==> config.mk <==
export PLATFORM = sky130hd
export DESIGN_NAME = bai_index_stream_parser
export DESIGN_NICKNAME = d
export VERILOG_FILES = /design/src/sv/bai_pkg.sv /design/src/sv/bai_index_stream_parser.sv /design/src/sv/bai_core.sv
export VERILOG_INCLUDE_DIRS = /design/src /design/src/sv
export SDC_FILE = /design/constraint.sdc
export NUM_CORES = 1
export LEC_CHECK = 0
export BUFFER_PORTS_ARGS = -buffer_cell sky130_fd_sc_hd__buf_2
export CAP_MARGIN = 10
export CELL_PAD_IN_SITES_DETAIL_PLACEMENT = 1
export CELL_PAD_IN_SITES_GLOBAL_PLACEMENT = 2
export CORE_ASPECT_RATIO = 1.2
export CORE_MARGIN = 2
export CORE_UTILIZATION = 35
export DETAILED_ROUTE_END_ITERATION = 6
export PLACE_DENSITY = 0.82
export REMOVE_ABC_BUFFERS = 1
export SYNTH_ARGS = -nofsm -noshare
export SYNTH_HDL_FRONTEND = slang
export SYNTH_SLANG_ARGS = --single-unit
==> constraint.sdc <==
create_clock -name clk -period 16.5 [get_ports clk]
set_clock_uncertainty 0.15 [all_clocks]
set_input_delay 0.825 -clock clk [delete_from_list [all_inputs] [get_ports clk]]
set_output_delay 0.825 -clock clk [all_outputs]
set_load 0.01 [all_outputs]
==> src/sv/assert_macros.svh <==
// Assertion macros used by the RTL files.
// Every property is sampled on clk and disabled while rst_n is low.
`ifndef ASSERT_MACROS_SVH
`define ASSERT_MACROS_SVH

// Checks that prop holds.
`define ASSERT_CLK(label, prop, msg) \
  label: assert property (@(posedge clk) disable iff (!rst_n) prop) else $error(msg);

// Checks that cond is never true.
`define ASSERT_NEVER(label, cond, msg) \
  label: assert property (@(posedge clk) disable iff (!rst_n) !(cond)) else $error(msg);

`endif

==> src/sv/bai_pkg.sv <==
// Types and constants for the BAI index stream parser.
// Used by bai_core, bai_index_stream_parser and tb_top. No dependencies.
`timescale 1ns / 1ps

package bai_pkg;

  typedef struct packed {
    logic [7:0] data_byte;
    logic       is_last;
  } in_beat_t;

  typedef struct packed {
    logic [3:0]  record_kind;
    logic [31:0] ref_number;
    logic [31:0] item_number;
    logic [63:0] value;
    logic [31:0] follow_count;
    logic [1:0]  error_code;
    logic        file_done;
  } rec_t;

  typedef enum logic [3:0] {
    PH_MAGIC,
    PH_NREF,
    PH_NBIN,
    PH_BIN,
    PH_NCHUNK,
    PH_CSTART,
    PH_CEND,
    PH_META,
    PH_NINTV,
    PH_INTV,
    PH_TRAILER,
    PH_EXTRA
  } phase_t;

  localparam logic [3:0] KIND_REFCOUNT = 4'd0;
  localparam logic [3:0] KIND_BIN      = 4'd1;
  localparam logic [3:0] KIND_CSTART   = 4'd2;
  localparam logic [3:0] KIND_CEND     = 4'd3;
  localparam logic [3:0] KIND_META     = 4'd4;
  localparam logic [3:0] KIND_INTERVAL = 4'd8;
  localparam logic [3:0] KIND_NOCOOR   = 4'd9;
  localparam logic [3:0] KIND_ERROR    = 4'd10;
  localparam logic [3:0] KIND_ENDONLY  = 4'd11;

  localparam logic [1:0] ERR_NONE  = 2'd0;
  localparam logic [1:0] ERR_MAGIC = 2'd1;
  localparam logic [1:0] ERR_META  = 2'd2;
  localparam logic [1:0] ERR_TRUNC = 2'd3;

  localparam logic [31:0] MAGIC_WORD  = 32'h0149_4142;
  localparam logic [31:0] META_BIN    = 32'd37450;
  localparam logic [31:0] META_CHUNKS = 32'd2;

endpackage

==> src/sv/bai_index_stream_parser.sv <==
// Channel | dir | handshake          | payload
// in      | in  | in_valid/in_stall   | in_data  (bai_pkg::in_beat_t)
// out     | out | out_valid/out_stall | out_data (bai_pkg::rec_t)
// One byte per cycle while in_stall is low; an accepted beat yields at most one record.
// The record is registered in out_r, behind the decode in bai_core, or in the skid buffer.
// rst_n is synchronous; a beat flagged last also returns the parser to its reset state.
// A one-entry skid buffer catches one record while the output is held by out_stall;
// in_stall rises only when that skid entry is occupied.
// Top level of the BAI index stream parser. Depends on bai_pkg, bai_core, assert_macros.svh.
`timescale 1ns / 1ps
`include "assert_macros.svh"

module bai_index_stream_parser (
  input  logic              clk,
  input  logic              rst_n,
  input  logic              in_valid,
  output logic              in_stall,
  input  bai_pkg::in_beat_t in_data,
  output logic              out_valid,
  input  logic              out_stall,
  output bai_pkg::rec_t     out_data
);
  import bai_pkg::*;

  logic beat;
  logic res_valid;
  rec_t res;
  logic out_valid_r;
  rec_t out_r;
  logic skid_valid_r;
  rec_t skid_r;
  logic out_free;
  logic out_held;
  logic out_err;
  logic out_coded;

  assign in_stall  = skid_valid_r;
  assign beat      = in_valid && !skid_valid_r;
  assign out_free  = !out_valid_r || !out_stall;
  assign out_held  = out_valid_r && out_stall;
  assign out_valid = out_valid_r;
  assign out_data  = out_r;
  assign out_err   = out_valid_r && (out_r.record_kind == KIND_ERROR);
  assign out_coded = out_valid_r && (out_r.error_code != ERR_NONE);

  bai_core u_core (
    .clk      (clk),
    .rst_n    (rst_n),
    .beat     (beat),
    .in_data  (in_data),
    .res_valid(res_valid),
    .res      (res)
  );

  always_ff @(posedge clk) begin
    if (!rst_n) begin
      out_valid_r  <= 1'b0;
      skid_valid_r <= 1'b0;
    end else if (out_free) begin
      if (skid_valid_r) begin
        out_valid_r  <= 1'b1;
        skid_valid_r <= 1'b0;
      end else begin
        out_valid_r <= res_valid;
      end
    end else if (res_valid) begin
      skid_valid_r <= 1'b1;
    end
  end

  always_ff @(posedge clk) begin
    if (out_free) begin
      out_r <= skid_valid_r ? skid_r : res;
    end else if (res_valid) begin
      skid_r <= res;
    end
  end

  `ASSERT_CLK(a_skid_behind_out, skid_valid_r |-> out_valid_r, "skid beat without out beat")
  `ASSERT_CLK(a_skid_on_stall, $rose(skid_valid_r) |-> $past(out_held), "skid filled early")
  `ASSERT_NEVER(a_error_has_code, out_err && !out_coded, "error record without code")
  `ASSERT_NEVER(a_code_only_on_error, out_coded && !out_err, "error code on non-error record")

endmodule

==> src/sv/bai_core.sv <==
// Parser state and per-byte decode for the BAI index stream parser.
// Depends on bai_pkg. Result is combinational from the accepted beat.
`timescale 1ns / 1ps

module bai_core (
  input  logic              clk,
  input  logic              rst_n,
  input  logic              beat,
  input  bai_pkg::in_beat_t in_data,
  output logic              res_valid,
  output bai_pkg::rec_t     res
);
  import bai_pkg::*;

  phase_t      phase_r, phase_nxt;
  logic [2:0]  byte_pos_r, byte_pos_nxt;
  logic [63:0] field_shift_r, field_shift_nxt;
  logic [31:0] refs_total_r, refs_total_nxt;
  logic [31:0] refs_done_r, refs_done_nxt;
  logic [31:0] bins_total_r, bins_total_nxt;
  logic [31:0] bins_done_r, bins_done_nxt;
  logic [31:0] chunks_total_r, chunks_total_nxt;
  logic [31:0] chunks_done_r, chunks_done_nxt;
  logic [31:0] intv_total_r, intv_total_nxt;
  logic [31:0] intv_done_r, intv_done_nxt;
  logic [31:0] current_bin_r, current_bin_nxt;
  logic [1:0]  meta_word_r, meta_word_nxt;
  logic        halted_r, halted_nxt;

  logic        active;
  logic        long_field;
  logic        field_done;
  logic [63:0] field_val;
  logic        err_hit;
  logic        have;
  logic [31:0] refs_inc, bins_inc, chunks_inc, intv_inc;

  assign active     = !halted_r && (phase_r != PH_EXTRA);
  assign long_field = (phase_r == PH_CSTART) || (phase_r == PH_CEND) ||
                      (phase_r == PH_META) || (phase_r == PH_INTV) ||
                      (phase_r == PH_TRAILER);
  assign field_done = long_field ? (byte_pos_r == 3'd7) : (byte_pos_r == 3'd3);
  assign field_val  = ((byte_pos_r == 3'd0) ? 64'd0 : field_shift_r) |
                      ({56'd0, in_data.data_byte} << {byte_pos_r, 3'b000});
  assign err_hit    = active && field_done &&
                      (((phase_r == PH_MAGIC) && (field_val[31:0] != MAGIC_WORD)) ||
                       ((phase_r == PH_NCHUNK) && (current_bin_r == META_BIN) &&
                        (field_val[31:0] != META_CHUNKS)));

  assign refs_inc   = refs_done_r + 32'd1;
  assign bins_inc   = bins_done_r + 32'd1;
  assign chunks_inc = chunks_done_r + 32'd1;
  assign intv_inc   = intv_done_r + 32'd1;

  // next state
  always_comb begin
    phase_nxt        = phase_r;
    byte_pos_nxt     = byte_pos_r;
    field_shift_nxt  = field_shift_r;
    refs_total_nxt   = refs_total_r;
    refs_done_nxt    = refs_done_r;
    bins_total_nxt   = bins_total_r;
    bins_done_nxt    = bins_done_r;
    chunks_total_nxt = chunks_total_r;
    chunks_done_nxt  = chunks_done_r;
    intv_total_nxt   = intv_total_r;
    intv_done_nxt    = intv_done_r;
    current_bin_nxt  = current_bin_r;
    meta_word_nxt    = meta_word_r;
    halted_nxt       = halted_r || err_hit;
    if (active) begin
      field_shift_nxt = field_val;
      byte_pos_nxt    = field_done ? 3'd0 : byte_pos_r + 3'd1;
      if (field_done) begin
        case (phase_r)
          PH_MAGIC: begin
            if (!err_hit) phase_nxt = PH_NREF;
          end
          PH_NREF: begin
            refs_total_nxt = field_val[31:0];
            refs_done_nxt  = 32'd0;
            phase_nxt      = (field_val[31:0] == 32'd0) ? PH_TRAILER : PH_NBIN;
          end
          PH_NBIN: begin
            bins_total_nxt = field_val[31:0];
            bins_done_nxt  = 32'd0;
            phase_nxt      = (field_val[31:0] == 32'd0) ? PH_NINTV : PH_BIN;
          end
          PH_BIN: begin
            current_bin_nxt = field_val[31:0];
            phase_nxt       = PH_NCHUNK;
          end
          PH_NCHUNK: begin
            chunks_total_nxt = field_val[31:0];
            chunks_done_nxt  = 32'd0;
            if (current_bin_r == META_BIN) begin
              if (!err_hit) begin
                meta_word_nxt = 2'd0;
                phase_nxt     = PH_META;
              end
            end else if (field_val[31:0] == 32'd0) begin
              bins_done_nxt = bins_inc;
              phase_nxt     = (bins_inc == bins_total_r) ? PH_NINTV : PH_BIN;
            end else begin
              phase_nxt = PH_CSTART;
            end
          end
          PH_CSTART: begin
            phase_nxt = PH_CEND;
          end
          PH_CEND: begin
            chunks_done_nxt = chunks_inc;
            if (chunks_inc == chunks_total_r) begin
              bins_done_nxt = bins_inc;
              phase_nxt     = (bins_inc == bins_total_r) ? PH_NINTV : PH_BIN;
            end else begin
              phase_nxt = PH_CSTART;
            end
          end
          PH_META: begin
            if (meta_word_r == 2'd3) begin
              meta_word_nxt = 2'd0;
              bins_done_nxt = bins_inc;
              phase_nxt     = (bins_inc == bins_total_r) ? PH_NINTV : PH_BIN;
            end else begin
              meta_word_nxt = meta_word_r + 2'd1;
            end
          end
          PH_NINTV: begin
            intv_total_nxt = field_val[31:0];
            intv_done_nxt  = 32'd0;
            if (field_val[31:0] == 32'd0) begin
              refs_done_nxt = refs_inc;
              phase_nxt     = (refs_inc == refs_total_r) ? PH_TRAILER : PH_NBIN;
            end else begin
              phase_nxt = PH_INTV;
            end
          end
          PH_INTV: begin
            intv_done_nxt = intv_inc;
            if (intv_inc == intv_total_r) begin
              refs_done_nxt = refs_inc;
              phase_nxt     = (refs_inc == refs_total_r) ? PH_TRAILER : PH_NBIN;
            end
          end
          PH_TRAILER: begin
            if (!in_data.is_last) phase_nxt = PH_EXTRA;
          end
          default: ;
        endcase
      end
    end
  end

  // result
  always_comb begin
    res  = '0;
    have = 1'b0;
    if (!halted_r) begin
      if (active && field_done) begin
        case (phase_r)
          PH_MAGIC: begin
            if (err_hit) begin
              res.record_kind = KIND_ERROR;
              res.error_code  = ERR_MAGIC;
              have            = 1'b1;
            end
          end
          PH_NREF: begin
            res.record_kind = KIND_REFCOUNT;
            res.value       = field_val;
            have            = 1'b1;
          end
          PH_NCHUNK: begin
            if (current_bin_r == META_BIN) begin
              if (err_hit) begin
                res.record_kind = KIND_ERROR;
                res.error_code  = ERR_META;
                have            = 1'b1;
              end
            end else begin
              res.record_kind  = KIND_BIN;
              res.ref_number   = refs_done_r;
              res.item_number  = bins_done_r;
              res.value        = {32'd0, current_bin_r};
              res.follow_count = field_val[31:0];
              have             = 1'b1;
            end
          end
          PH_CSTART, PH_CEND: begin
            res.record_kind = (phase_r == PH_CSTART) ? KIND_CSTART : KIND_CEND;
            res.ref_number  = refs_done_r;
            res.item_number = chunks_done_r;
            res.value       = field_val;
            have            = 1'b1;
          end
          PH_META: begin
            res.record_kind = KIND_META + {2'b00, meta_word_r};
            res.ref_number  = refs_done_r;
            res.item_number = bins_done_r;
            res.value       = field_val;
            have            = 1'b1;
          end
          PH_INTV: begin
            res.record_kind = KIND_INTERVAL;
            res.ref_number  = refs_done_r;
            res.item_number = intv_done_r;
            res.value       = field_val;
            have            = 1'b1;
          end
          PH_TRAILER: begin
            if (in_data.is_last) begin
              res.record_kind = KIND_NOCOOR;
              res.value       = field_val;
              have            = 1'b1;
            end
          end
          default: ;
        endcase
      end
      if (in_data.is_last) begin
        if (!err_hit) begin
          if ((phase_nxt == PH_TRAILER) || (phase_nxt == PH_EXTRA)) begin
            if (!have) res.record_kind = KIND_ENDONLY;
          end else begin
            res             = '0;
            res.record_kind = KIND_ERROR;
            res.error_code  = ERR_TRUNC;
          end
        end
        res.file_done = 1'b1;
        have          = 1'b1;
      end
    end
  end

  assign res_valid = beat && have;

  always_ff @(posedge clk) begin
    if (!rst_n || (beat && in_data.is_last)) begin
      phase_r        <= PH_MAGIC;
      byte_pos_r     <= 3'd0;
      field_shift_r  <= 64'd0;
      refs_total_r   <= 32'd0;
      refs_done_r    <= 32'd0;
      bins_total_r   <= 32'd0;
      bins_done_r    <= 32'd0;
      chunks_total_r <= 32'd0;
      chunks_done_r  <= 32'd0;
      intv_total_r   <= 32'd0;
      intv_done_r    <= 32'd0;
      current_bin_r  <= 32'd0;
      meta_word_r    <= 2'd0;
      halted_r       <= 1'b0;
    end else if (beat) begin
      phase_r        <= phase_nxt;
      byte_pos_r     <= byte_pos_nxt;
      field_shift_r  <= field_shift_nxt;
      refs_total_r   <= refs_total_nxt;
      refs_done_r    <= refs_done_nxt;
      bins_total_r   <= bins_total_nxt;
      bins_done_r    <= bins_done_nxt;
      chunks_total_r <= chunks_total_nxt;
      chunks_done_r  <= chunks_done_nxt;
      intv_total_r   <= intv_total_nxt;
      intv_done_r    <= intv_done_nxt;
      current_bin_r  <= current_bin_nxt;
      meta_word_r    <= meta_word_nxt;
      halted_r       <= halted_nxt;
    end
  end

endmodule

Yosys cells after proc, flatten, opt, wreduce, memory -nomap -nowiden

Cells that the tools add are included.

Output and inout port bits: 169
Word-level logic and storage cells: 182
Input bits: 13
Register bits after elaboration: 698

Add/sub/neg operators: 7
Eq/ne operators: 31
Shifts and indexed selects: 1
Bitwise operators: 3
Reductions and logical operators: 46
Muxes and demuxes: 64

Operator list:

| cell                                                     | count |
|---|---|
| 2-to-1 mux 167 bit                                       | 4 |
| case mux 64 bit (4 select lines)                         | 1 |
| 2-to-1 mux 32 bit                                        | 7 |
| case mux 64 bit (3 select lines)                         | 1 |
| 2-to-1 mux 166 bit                                       | 1 |
| 2-to-1 mux 163 bit                                       | 1 |
| 2-to-1 mux 160 bit                                       | 1 |
| adder 32 x 1 -> 32 bit (second input constant)           | 4 |
| equality test 32 bit                                     | 4 |
| 2-to-1 mux 64 bit                                        | 2 |
| case mux 32 bit (2 select lines)                         | 2 |
| case mux 32 bit (4 select lines)                         | 1 |
| case mux 32 bit (3 select lines)                         | 1 |
| 2-to-1 mux 4 bit                                         | 20 |
| OR 64 bit                                                | 1 |
| left shift 8 x 6 -> 64 bit                               | 1 |
| case mux 4 bit (11 select lines)                         | 1 |
| equality test 32 x 16 -> 1 bit (second input constant)   | 1 |
| logical NOT 32 bit                                       | 1 |
| inequality test 32 x 2 -> 1 bit (second input constant)  | 1 |
| inequality test 32 x 25 -> 1 bit (second input constant) | 1 |
| AND reduction 4 bit                                      | 7 |
| case mux 4 bit (6 select lines)                          | 1 |
| equality test 4 bit (second input constant)              | 5 |
| 31 further kinds                                         | 82 |

Longest topological paths before layout

Depth after elaboration: 20
Depth in mapped cells: 19
Gate-level depth less buffers: 13

By module

From an unflattened synthesis, not the netlist that was laid out.

Cells, all modules: 3564
Area total of the unflattened synthesis: 35914.4 um^2

By module, submodules not included:

| module                  | cells each | instances | area each (um^2) | seq. area each (um^2) |
|---|---|---|---|---|
| bai_core                | 3036       | 1         | 23371.2          | 7247.0 |
| bai_index_stream_parser | 528        | 1         | 12543.3          | 10069.7 |

Worst setup path before layout

OpenSTA, ideal clock, no wires.

Kind: input to register
Start point: input port out_stall
End point: register skid_r[0] in the netlist's numbering, enable pin
Cell stages on the path: 2
Arrival time: 12.793 ns
Buffers on the path: 0
Required time: 14.693 ns
Setup slack: 1.899 ns
Library setup time: 1.657 ns
Cell sequence: nand2_1 -> nor2_1

Longest elaborated chain between the ends: 4

Ends and longest elaborated chain:

| element                              | line                          | text |
|---|---|---|
| start: declaration                   | bai_index_stream_parser.sv:20 | `input logic out_stall,` |
| logical NOT 1 bit                    | bai_index_stream_parser.sv:39 | `assign out_free = !out_valid_r \|\| !out_stall;` |
| logical OR 1 bit                     | bai_index_stream_parser.sv:39 |  |
| NOT 1 bit (no source line)           | --                            |  |
| AND reduction 2 bit (no source line) | --                            |  |
| end signal: assignment               | bai_index_stream_parser.sv:75 | `skid_r <= res;` |
| end: declaration                     | bai_index_stream_parser.sv:31 | `rec_t skid_r;` |

No other way between the ends.
A chain may end at the register's enable or synchronous reset.

Worst setup path in the final report

Start point: register u_core.intv_done_r[4]
End point: register out_r, in the netlist out_data[145] (data pin)

Longest elaborated chain between the ends: 13
Elaborated cells between the ends (all ways): 14
Those cells by class: add/sub (1); eq/ne (3); mux (9); reduce/logical (1)

Ends and longest elaborated chain:

| element                              | line                          | text |
|---|---|---|
| start: declaration                   | bai_core.sv:25                | `logic [31:0] intv_done_r, intv_done_nxt;` |
| start signal: assignment             | bai_core.sv:266               | `intv_done_r <= intv_done_nxt;` |
| adder 32 x 1 -> 32 bit (*)           | bai_core.sv:53                | `assign intv_inc = intv_done_r + 32'd1;` |
| equality test 32 bit (*)             | bai_core.sv:141               | `if (intv_inc == intv_total_r) begin` |
| 2-to-1 mux 4 bit (*)                 | bai_core.sv:141               |  |
| case mux 4 bit (11 select lines) (*) | bai_core.sv:75                | `case (phase_r)` |
| 2-to-1 mux 4 bit (*)                 | bai_core.sv:74                | `if (field_done) begin` |
| 2-to-1 mux 4 bit (*)                 | bai_core.sv:71                | `if (active) begin` |
| equality test 4 bit                  | bai_core.sv:223               | `if ((phase_nxt == PH_TRAILER) \|\| (phase_nxt == PH_EXTRA)) begin` |
| logical OR 1 bit (*)                 | bai_core.sv:223               |  |
| 2-to-1 mux 163 bit (*)               | bai_core.sv:223               |  |
| 2-to-1 mux 167 bit (*)               | bai_core.sv:222               | `if (!err_hit) begin` |
| 2-to-1 mux 167 bit (*)               | bai_core.sv:221               | `if (in_data.is_last) begin` |
| 2-to-1 mux 167 bit (*)               | bai_core.sv:159               | `if (!halted_r) begin` |
| 2-to-1 mux 167 bit (*)               | bai_index_stream_parser.sv:73 | `out_r <= skid_valid_r ? skid_r : res;` |
| end signal: assignment               | bai_index_stream_parser.sv:73 |  |
| end: declaration                     | bai_index_stream_parser.sv:29 | `rec_t out_r;` |

Mark *: on every way between the ends. The rest lies on a longest branch, timed or not.

==> metrics <==
outcome finished clean; quantity of hold-fixing buffers added after cts 0; mapped cell area 35900 um^2; startpoint of the most critical register-to-register path u_core.intv_done_r[4]; Yosys top cell area share 0.279; Final Slew Violations 0; share of the synthesized netlist area taken by xor and xnor gates 0.0390; post-route cell area 40300 um^2; detailed placement HPWL 86000 um; CTS root buf sky130_fd_sc_hd__clkbuf_16; IR drop worst, VDD 95.2 uV; number of storage elements in the synthesis netlist 698; FFs w/ async S/R, synth 0; total number of vias 30700; GPL Wtd Cong 0.908; dominant cell type by count on the critical path sky130_fd_sc_hd__buf_4; worst path arrival time 7620 ps; max-cap violation count 0; measured slew at the worst slew-check pin 1200 ps; endpoint type of the worst setup path register; endpoint of the most critical setup path out_data[145]; post-CTS setup buffers 0; Compound-Gate Fraction of Synth Area 0.210; cells after synthesis 3819; clock tree buffer depth 3; first-pass GRT wire length 196000 um; post-synthesis sequential area ratio 0.482; worst reg2reg path depth 13; number of nets in the finished design 3814; total overflow reported by the global router 0; Yosys cell types 87; Port Buf Inserts 181; Cell Count Post-Placement 5081; unrepaired setup endpoints after global routing false; top_reg_cell synth sky130_fd_sc_hd__dfxtp_1; core utilization of the finished layout 0.396; placed instance area 37800 um^2; leading post-synthesis cells by cell area sky130_fd_sc_hd__edfxtp_1 28%, sky130_fd_sc_hd__dfxtp_1 20%, sky130_fd_sc_hd__nor2_1 4.5%, sky130_fd_sc_hd__o41ai_2 4.4%, sky130_fd_sc_hd__a211oi_1 4.3%; count of pins on the block boundary 182; signed area change from the synthesized netlist to the final layout 12.2%; Initial Utilization 0.353; CTS tree built; clock-pin slew of the registers on the worst-case setup and hold paths 60 ps; multiplexer share of the synthesized area 0.00261; final instance count without filler cells 5224; final WL 130000 um; Syn. warnings 0; number of nets still failing antenna checks after routing 0; final period utilization 0.450; critical path start-end classification reg2reg; fraction of layout instances using a drive strength above 1 0.163; Worst Path Buf+Inv 2; clk_lat worst skew 650 ps; cell type group with the largest total delay on the critical path simple AND/OR/NAND/NOR gates; number of setup violations in the final report 0; post-synthesis area per instance 9.40 um^2; CTS Buf Count 76; largest family of logic cells by synthesized area simple AND/OR/NAND/NOR gates; share of synthesized cell area in and, or, nand and nor gates 0.218; Relative slew margins 0.194; fill count 11500; routed wirelength normalized by instance count 24.8 um; number of instances resized during post-cts repair 0; detailed-route vias per instance 5.87; violation count after the first detailed-routing iteration 2197; horizontal extent of the die 296 um; setup TNS after final layout 0 ps; core footprint 102000 um^2; final critical delay including setup and external delays 7420 ps; combined flip-flop and latch cell area 17300 um^2; f_max 135 MHz; multi-input gate area in the final layout 17000 um^2; initial antenna violation count 4; biggest area consumer among synthesized cells sky130_fd_sc_hd__edfxtp_1; Hold Fails Final Rpt 0; worst-path fanout max 83; areal power density over the cells 94.3 nW/um^2; total number of clock tree sinks 698; kind of path behind the tightest hold check reg2reg; adder and majority cell fraction of the synthesized area 0.00244; static power due to leakage 13.1 nW; maximum level of the CTS H-tree 3; source of the critical timing path u_core.intv_done_r[4]; CP max stage delay 880 ps; placement row count 128; die extent in y 355 um; minimum setup slack among reg-to-reg paths 9080 ps; Post-synth EDFFs 334; total die area 105000 um^2; global routing usage summed across all routing layers 0.241; largest net degree at the start of global routing 182; FF-to-FF End out_data[145]; stages on the worst setup path 13; slowest cell on the critical path sky130_fd_sc_hd__buf_4; cells traversed along the worst timing path nand3_2 > nor3_1 > nand4_1 > xnor2_1 > or4_1 > or4_4 > nand2_1 > a31oi_1 > nor3b_1 > a311o_2 > buf_4 > buf_4 > o41ai_2; number of global-route vias before repair 30500; router iterations before antenna repair 6; DRC 0; startpoint type of the worst setup path register; worst endpoint required time 16700 ps
## registers in the layout (all words and copies together), names as in the netlist
signal and cells:
in_stall 1, out_data 167, out_valid 1, skid_r 167, u_core.bins_done_r 32, u_core.bins_total_r 32
u_core.byte_pos_r 3, u_core.chunks_done_r 32, u_core.chunks_total_r 32, u_core.current_bin_r 32, u_core.field_shift_r 64, u_core.halted_r 1
u_core.intv_done_r 32, u_core.intv_total_r 32, u_core.meta_word_r 2, u_core.phase_r 4, u_core.refs_done_r 32, u_core.refs_total_r 32
## cell usage after synthesis, drive strengths merged, types with 10 or more instances
cell type	n
inv	28
edfxtp	334
nand3	79
nand2b	13
a21oi	252
o31ai	40
nand4	74
nor3	192
nor2b	17
nor4b	10
a31oi	34
clkbuf	306
or3	59
or4	31
a222oi	32
buf	65
nor3b	11
xor2	52
nand3b	28
o21ai	211
dfxtp	364
nand4b	11
nor4	59
nor2	431
a211oi	207
nand2	411
o41ai	99
and3	43
xnor2	108
and4	23
and2	24
a22oi	34
## cell families after synthesis
family / after synthesis
AOI/OAI and AO/OA: 1011
xor gates and xnor gates: 160
adders and majority gates: 7
buffers and inverters: 399
DFF: 698
muxes: 9
and+or+nand+nor: 1535
## stage by stage
stage	setup WS, ps	total power [mW]	hold slack, ps
after CTS	9130	3.83	320
after floorplan	861	1.97	288
after global placement	9300	2.07	298
after detailed placement	9130	2.07	305
after global routing	8610	3.91	343
final	9080	3.80	318
## worst register-to-register path, cell delays in order, from the launching register on
cell                      delay (ps)
sky130_fd_sc_hd__dfxtp_1         710
sky130_fd_sc_hd__nand3_2         290
sky130_fd_sc_hd__nor3_1          870
sky130_fd_sc_hd__nand4_1         320
sky130_fd_sc_hd__xnor2_1         200
sky130_fd_sc_hd__or4_1           520
sky130_fd_sc_hd__or4_4           500
sky130_fd_sc_hd__nand2_1         110
sky130_fd_sc_hd__a31oi_1         110
sky130_fd_sc_hd__nor3b_1         430
sky130_fd_sc_hd__a311o_2         860
sky130_fd_sc_hd__buf_4           890
sky130_fd_sc_hd__buf_4           920
sky130_fd_sc_hd__o41ai_2         250
## layout by cell type (no fill, tap or decap), types with 11 or more instances in the layout
cell type and n:
sky130_fd_sc_hd__nor2_1 425, sky130_fd_sc_hd__nand2_1 408, sky130_fd_sc_hd__dfxtp_1 363, sky130_fd_sc_hd__edfxtp_1 334
sky130_fd_sc_hd__a21oi_1 252, sky130_fd_sc_hd__o21ai_0 207, sky130_fd_sc_hd__a211oi_1 206, sky130_fd_sc_hd__buf_2 181
sky130_fd_sc_hd__nor3_1 117, sky130_fd_sc_hd__xnor2_1 108, sky130_fd_sc_hd__o41ai_2 98, sky130_fd_sc_hd__buf_4 85
sky130_fd_sc_hd__nand3_1 78, sky130_fd_sc_hd__clkbuf_16 78, sky130_fd_sc_hd__nor3_2 75, sky130_fd_sc_hd__nand4_1 72
sky130_fd_sc_hd__or3_1 59, sky130_fd_sc_hd__nor4_1 56, sky130_fd_sc_hd__xor2_1 52, sky130_fd_sc_hd__and3_1 41
sky130_fd_sc_hd__o31ai_1 40, sky130_fd_sc_hd__a31oi_1 34, sky130_fd_sc_hd__a222oi_1 32, sky130_fd_sc_hd__inv_1 28
sky130_fd_sc_hd__or4_1 28, sky130_fd_sc_hd__nand3b_1 28, sky130_fd_sc_hd__and4_1 23, sky130_fd_sc_hd__and2_1 20
sky130_fd_sc_hd__a22oi_1 18, sky130_fd_sc_hd__clkinv_2 18, sky130_fd_sc_hd__nor2b_1 17, sky130_fd_sc_hd__a22oi_2 16
sky130_fd_sc_hd__nand2b_1 13, sky130_fd_sc_hd__clkbuf_1 12, sky130_fd_sc_hd__nand4b_1 11
## power breakdown
group | total (mW) | internal, mW | switching [mW]
Clock | 1.76 | 1.01 | 0.751
Combinational | 0.194 | 0.0411 | 0.153
Sequential | 1.84 | 1.83 | 0.0122
## worst min-delay path by stage
stage,start,to,slack (ps),cells after the start
detailed placement,u_core.field_shift_r[58],u_core.field_shift_r[58],310,2
CTS,u_core.field_shift_r[58],u_core.field_shift_r[58],320,2
global route,u_core.field_shift_r[42],u_core.field_shift_r[42],340,2
finish,u_core.field_shift_r[56],u_core.field_shift_r[56],320,2
floorplan,u_core.field_shift_r[32],u_core.field_shift_r[32],290,2
global placement,u_core.field_shift_r[34],u_core.field_shift_r[34],300,2
## metal layers
| layer | GRT usage | share of wire |
|---|---|---|
| met4 | 0.0884 | 0.035 |
| met5 | 0 | 0.00020 |
| met3 | 0.0358 | 0.053 |
| met1 | 0.313 | 0.42 |
| met2 | 0.406 | 0.49 |
## cell type report
cell class	instances	share of cell area
well taps	1365	0.0424
diodes	2	0.000124
clock inverters	40	0.00963
multi-input cells	2722	0.423
repair buffers	268	0.0393
inverters	28	0.00261
clock buffers	101	0.0531
flip-flops and latches	698	0.430
Note: power is estimated with default switching activity, not from simulation.
